`config.mk`:
```
export PLATFORM = sky130hd
export DESIGN_NAME = tfn_isqrt
export DESIGN_NICKNAME = d
export VERILOG_FILES = /design/src/rtl/tfn_pkg.sv /design/src/rtl/tfn_isqrt.sv
export SDC_FILE = /design/constraint.sdc
export NUM_CORES = 2
export LEC_CHECK = 0
export BUFFER_PORTS_ARGS = -buffer_cell sky130_fd_sc_hd__buf_2
export CAP_MARGIN = 0
export CELL_PAD_IN_SITES_DETAIL_PLACEMENT = 0
export CELL_PAD_IN_SITES_GLOBAL_PLACEMENT = 2
export CORE_MARGIN = 2
export CORE_UTILIZATION = 45
export DETAILED_ROUTE_END_ITERATION = 8
export GPL_ROUTABILITY_DRIVEN = 0
export PLACE_DENSITY = 0.85
export SKIP_LAST_GASP = 1
export SLEW_MARGIN = 0
export SYNTH_ARGS = -nofsm -noshare
export SYNTH_HDL_FRONTEND = slang
export SYNTH_SLANG_ARGS = --single-unit
```
`constraint.sdc`:
```
create_clock -name aclk -period 8.1 [get_ports aclk]
set_input_delay 0.81 -clock aclk [delete_from_list [all_inputs] [get_ports aclk]]
set_output_delay 0.81 -clock aclk [all_outputs]
set_load 0.05 [all_outputs]
```
`src/rtl/tfn_pkg.sv`:
```
// Shared constants, payload types and inter-stage structs of the triangle face normal pipeline.
package tfn_pkg;

    localparam int COORD_WIDTH  = 32;
    localparam int NORMAL_WIDTH = 16;
    localparam int FRAC_W       = NORMAL_WIDTH - 1;

    localparam int EDGE_W  = COORD_WIDTH + 1;
    localparam int PROD_W  = 2 * EDGE_W;
    localparam int CROSS_W = PROD_W + 1;
    localparam int LEN_W   = $clog2(CROSS_W + 1);

    // leading-one search over the cross magnitudes, in groups
    localparam int GRP_W  = 8;
    localparam int GRP_N  = (CROSS_W + GRP_W - 1) / GRP_W;
    localparam int GLEN_W = $clog2(GRP_W + 1);

    localparam int SQ_IN_W = 30;
    localparam int SUM_W   = 64;
    localparam int ROOT_W  = SUM_W / 2;

    localparam int ISQ_STEPS  = ROOT_W;
    localparam int ISQ_PER    = 2;
    localparam int ISQ_STAGES = (ISQ_STEPS + ISQ_PER - 1) / ISQ_PER;

    localparam int DIV_W      = ROOT_W + 1;
    localparam int NUM_W      = SQ_IN_W + NORMAL_WIDTH + 1;
    localparam int QUO_W      = NORMAL_WIDTH + 1;
    localparam int DIV_PER    = 3;
    localparam int DIV_STAGES = (QUO_W + DIV_PER - 1) / DIV_PER;

    typedef struct packed {
        logic signed [COORD_WIDTH-1:0] a_x;
        logic signed [COORD_WIDTH-1:0] a_y;
        logic signed [COORD_WIDTH-1:0] a_z;
        logic signed [COORD_WIDTH-1:0] b_x;
        logic signed [COORD_WIDTH-1:0] b_y;
        logic signed [COORD_WIDTH-1:0] b_z;
        logic signed [COORD_WIDTH-1:0] c_x;
        logic signed [COORD_WIDTH-1:0] c_y;
        logic signed [COORD_WIDTH-1:0] c_z;
        logic                          last_triangle;
    } tfn_in_t;

    typedef struct packed {
        logic signed [NORMAL_WIDTH-1:0] normal_x;
        logic signed [NORMAL_WIDTH-1:0] normal_y;
        logic signed [NORMAL_WIDTH-1:0] normal_z;
        logic                           degenerate;
        logic                           end_of_list;
    } tfn_out_t;

    typedef struct packed {
        logic [2:0][CROSS_W-1:0] mag;
        logic [2:0]              neg;
        logic                    last;
    } tfn_mag_t;

    typedef struct packed {
        logic [2:0][SQ_IN_W-1:0] mag;
        logic [SUM_W-1:0]        sum;
        logic [2:0]              neg;
        logic                    degen;
        logic                    last;
    } tfn_sq_t;

    typedef struct packed {
        logic [2:0][SQ_IN_W-1:0] mag;
        logic [ROOT_W-1:0]       len;
        logic [2:0]              neg;
        logic                    degen;
        logic                    last;
    } tfn_root_t;

endpackage

```
`src/rtl/tfn_isqrt.sv`:
```
// Pipelined bitwise integer square root, two result bits per stage.
module tfn_isqrt import tfn_pkg::*; (
    input  logic      aclk,
    input  logic      aresetn,
    input  logic      en,
    input  logic      in_valid,
    input  tfn_sq_t   in_data,
    output logic      out_valid,
    output tfn_root_t out_data
);

    typedef struct packed {
        logic [SUM_W-1:0]        n;
        logic [SUM_W-1:0]        res;
        logic [2:0][SQ_IN_W-1:0] mag;
        logic [2:0]              neg;
        logic                    degen;
        logic                    last;
    } isq_st_t;

    logic [ISQ_STAGES-1:0] v_reg;
    isq_st_t               st_reg  [ISQ_STAGES];
    isq_st_t               st_next [ISQ_STAGES];

    always_comb begin
        isq_st_t          cur;
        logic [SUM_W-1:0] bitv;
        int               k;
        for (int s = 0; s < ISQ_STAGES; s++) begin
            if (s == 0) begin
                cur.n     = in_data.sum;
                cur.res   = '0;
                cur.mag   = in_data.mag;
                cur.neg   = in_data.neg;
                cur.degen = in_data.degen;
                cur.last  = in_data.last;
            end else begin
                cur = st_reg[s-1];
            end
            for (int j = 0; j < ISQ_PER; j++) begin
                k = s * ISQ_PER + j;
                if (k < ISQ_STEPS) begin
                    bitv = SUM_W'(1) << (SUM_W - 2 - 2 * k);
                    if (cur.n >= cur.res + bitv) begin
                        cur.n   = cur.n - (cur.res + bitv);
                        cur.res = (cur.res >> 1) + bitv;
                    end else begin
                        cur.res = cur.res >> 1;
                    end
                end
            end
            st_next[s] = cur;
        end
    end

    always_ff @(posedge aclk) begin
        if (!aresetn) begin
            v_reg <= '0;
        end else if (en) begin
            v_reg <= {v_reg[ISQ_STAGES-2:0], in_valid};
        end
    end

    always_ff @(posedge aclk) begin
        if (en) begin
            for (int s = 0; s < ISQ_STAGES; s++) st_reg[s] <= st_next[s];
        end
    end

    assign out_valid      = v_reg[ISQ_STAGES-1];
    assign out_data.len   = ROOT_W'(st_reg[ISQ_STAGES-1].res);
    assign out_data.mag   = st_reg[ISQ_STAGES-1].mag;
    assign out_data.neg   = st_reg[ISQ_STAGES-1].neg;
    assign out_data.degen = st_reg[ISQ_STAGES-1].degen;
    assign out_data.last  = st_reg[ISQ_STAGES-1].last;

endmodule

```
==> impl_summary.txt <==
----------------------------------------------------
[Timing]
  Hold Violations, Final ... 0
  Pin slew with the least headroom to its limit ... between 1000 and 1500 ps
  Final-report setup violation count ... 0
  Highest Clock Rate ... 0.1299 GHz
  Min setup slack post-route ... 400.7 ps
  Rel. slew slack ... between 10% and 20%
  Sum of negative setup slack ... 0 ps
  Crit path time final ... between 7000 and 8000 ps
  Fin Clk Skew ... 106.2 ps
  Unrepaired setup endpoints after global routing ... no
  Final cycle utilization of the critical path ... around 95%
  Final count of pins violating max slew ... 0

[CTS]
  Cell at the root of the clock tree ... sky130_fd_sc_hd__clkbuf_16
  Maximum buffer depth of the clock tree ... 4
  Clock buffer count from CTS ... between 200 and 300
  Clock tree from TritonCTS ... yes
  Reg clk slew, reported paths ... roughly 60 ps
  Clk_lat worst skew ... about 930 ps
  Clock tree sinks ... around 2,800
  Count of H-tree levels built during CTS ... 5

[Pwr]
  Lkg Pwr ... between 50 and 60 nW
  Worst ir drop on vdd ... roughly 0.28 mV
  Power per unit of standard cell area ... 321.6 nW/µm²

[Global routing]
  GR Overflow Total ... 0
  Number of antenna violations at the first check in global routing ... 15
  Pin count of the biggest net entering global routing ... around 180
  Via count of the first global-routing pass ... between 80,000 and 90,000
  GRT Util Overall ... between 20% and 30%
  Global-route wire length before repair ... about 470,000 µm

[Synthesis]
  Synthesis-stage register bit count ... approximately 2,800
  Post-synth ARST share ... 0%
  Number of distinct library cells after synthesis ... approximately 110
  Number of flops mapped to enable cells by yosys ... approximately 2,800
  Netlist area before placement ... 131,300 µm²
  Post-synthesis area per instance ... 12.71 µm²
  Number of synthesis warnings ... 0
  Register area share after synthesis ... a little over three fifths
  Prevailing post-synth register cell ... sky130_fd_sc_hd__edfxtp_1
  Synthesized instance count ... 10,330
  Post-synthesis net count ... 11,070

[Die]
  Number of cell rows ... slightly below 200
  Die Height ... between 500 and 600 µm
  DIE AREA ... 296,100 µm²
  Standard cell core area ... 290,600 µm²
  Die X ... approximately 540 µm
  Io pins ... between 200 and 300
  Initial Utilization ... a little under half

[Placed design]
  IO Port Bufs ... 290
  Pre-CTS worst setup slack ... 228.9 ps
  Instance count after placement with tap cells included ... roughly 14,000
  Placed Instance Area ... between 100,000 and 150,000 µm²
  HPWL after DPL ... 226,700 µm

[Route]
  Mean number of vias per cell ... 5.567
  Routed len/inst ... 20.73 µm
  Overall routed net length ... between 300,000 and 400,000 µm
  Number of vias in the routed layout ... a little over 80,000
  Remaining design rule violation count ... 0
  First-pass DRT Iterations ... 5
  Count of routing violations after the opening detailed-route iteration ... between 7,000 and 8,000
  Detail Route Antenna Nets ... 0

[Min path]
  Number of cells on the worst hold path ... 1
  Worst hold path class ... input port to flop
  WHS Endpoint ... st_reg[0][16]$_DFFE_PP_
  Origin of the worst min-delay path ... in_data[80]

[Critical path]
  Critical path fanouts, max ... 20
  Reg-to-reg critical path startpoint ... st_reg[1][424]$_DFFE_PP_
  Reg-to-reg endpoint ... st_reg[1][637]$_DFFE_PP_
  Worst R2R Setup Slack ... about 400 ps
  Critical path startpoint category ... flop
  Worst reg-to-reg path cell count ... 27
  CP Capture Type ... flop
  Arr. time, crit path ... about 8300 ps
  Kind of critical path ... flop to flop
  Required arrival time at the worst endpoint ... between 8000 and 9000 ps

[Cells and area]
  Final Instance Count excl. Fillers ... approximately 15,000
  Synthesis-to-finish area growth ... 11.85%
  Most common cell after layout, fill and taps aside ... sky130_fd_sc_hd__edfxtp_1
  Proportion of layout cells with a drive suffix above 1 ... 9.210%
  Post-route design area ... between 100,000 and 150,000 µm²
  Largest register FFs ... 2,752
  Fin nets ... around 11,000
  Highest-count cells in the layout ignoring fill and taps ... sky130_fd_sc_hd__edfxtp_1, sky130_fd_sc_hd__nor2_1, sky130_fd_sc_hd__nand2_1
  Final core occ ... 50.53%

[Run]
  Max-cap violation count ... 0

[Run status]
  Result of the run ... complete, no violations

----------------------------------------------------
timing repair:
item,4_1_cts,5_1_grt
setup buffers,0,0
resized for setup,0,3
endpoints found under the hold margin,44,0
hold buffers,44,0
setup endpoints to repair,0,37
Yosys cell counts (all sizes together) (198+ instances only):
cell type / number / share of area, %
edfxtp: 2752 / 63
nor2: 748 / 2.1
nand2: 731 / 2.1
a21oi: 729 / 2.8
ha: 573 / 5.5
xnor2: 530 / 3.5
inv: 490 / 1.4
o21ai: 403 / 1.5
xor2: 300 / 2.0
a21o: 287 / 1.6
nor4: 250 / 1.2
nor3: 237 / 0.93
nand3: 222 / 0.85
clkbuf: 198 / 0.57
final cells by class:
| type | instances | area, µm² |
|---|---|---|
| Multi-Input combinational cell | 6679 | 44450 |
| Sequential cell | 2768 | 82960 |
| Inverter | 493 | 1854 |
| Clock buffer | 361 | 7800 |
| Tap cell | 3900 | 4880 |
| Clock inverter | 167 | 1944 |
| Timing Repair Buffer | 433 | 2938 |
| Antenna cell | 3 | 7.507 |
| Fill cell | 24770 | 143800 |
per-stage QoR:
step | power, mW | hold WS (ps)
2_1_floorplan | 29.59 | 400.3
3_3_place_gp | 33.64 | 400.0
3_5_place_dp | 33.74 | 404.5
4_1_cts | 47.47 | 0.07949
5_1_grt | 49.85 | 24.08
6_report | 47.22 | 82.44
power breakdown:
part	switching [mW]	leakage, nW	internal (mW)	total (mW)
combinational	8.90	22.7	5.73	14.6
sequential	1.21	26.8	17.9	19.1
clock	5.61	4.71	7.86	13.5
cell families after synthesis:
logic type | after synthesis | synth area share (%)
buf+inv | 885 | 2.973
compound gates | 2114 | 10.18
flops | 2768 | 63.20
fa+ha+maj | 573 | 5.462
mux | 101 | 0.8388
xor+xnor | 830 | 5.538
simple gates | 3061 | 11.82
critical path: stages, from the launching register on:
cell and delay (ps):
sky130_fd_sc_hd__edfxtp_1 430, sky130_fd_sc_hd__ha_1 460, sky130_fd_sc_hd__nand4_1 350, sky130_fd_sc_hd__or3_1 480
sky130_fd_sc_hd__nor4_2 470, sky130_fd_sc_hd__a21oi_1 140, sky130_fd_sc_hd__buf_4 190, sky130_fd_sc_hd__and2_1 230
sky130_fd_sc_hd__nand2_1 210, sky130_fd_sc_hd__buf_4 300, sky130_fd_sc_hd__nor2_1 60, sky130_fd_sc_hd__a21oi_1 230
sky130_fd_sc_hd__ha_1 350, sky130_fd_sc_hd__a21o_1 190, sky130_fd_sc_hd__a21o_1 180, sky130_fd_sc_hd__a21o_1 190
sky130_fd_sc_hd__a21o_1 180, sky130_fd_sc_hd__a21oi_1 310, sky130_fd_sc_hd__inv_1 70, sky130_fd_sc_hd__a31oi_1 250
sky130_fd_sc_hd__o211ai_1 110, sky130_fd_sc_hd__a21o_1 240, sky130_fd_sc_hd__or4_1 620, sky130_fd_sc_hd__nor2_1 480
sky130_fd_sc_hd__inv_2 260, sky130_fd_sc_hd__buf_4 230, sky130_fd_sc_hd__nor2_1 100, sky130_fd_sc_hd__a21oi_1 70
per-layer routing:
layer	track usage (%)	vias up	share of wire, %
met2	33.32	2375	47
met1	27.65	39990	44
met3	2.958	537	5.4
met4	6.121	6	3.0
li1	-	39510	-
met5	0	-	0.015
worst max-delay path by stage:
stage,startpoint,endpoint,slack [ps]
after detailed placement,st_reg[1][360]$_DFFE_PP_,st_reg[1][633]$_DFFE_PP_,230
after floorplan,st_reg[1][1541]$_DFFE_PP_,st_reg[1][1656]$_DFFE_PP_,1760
after CTS,st_reg[1][424]$_DFFE_PP_,st_reg[1][637]$_DFFE_PP_,160
after global placement,st_reg[1][360]$_DFFE_PP_,st_reg[1][633]$_DFFE_PP_,170
after global routing,st_reg[1][424]$_DFFE_PP_,st_reg[1][639]$_DFFE_PP_,30
final,st_reg[1][424]$_DFFE_PP_,st_reg[1][637]$_DFFE_PP_,400
Power figures use the tool's default switching activity.
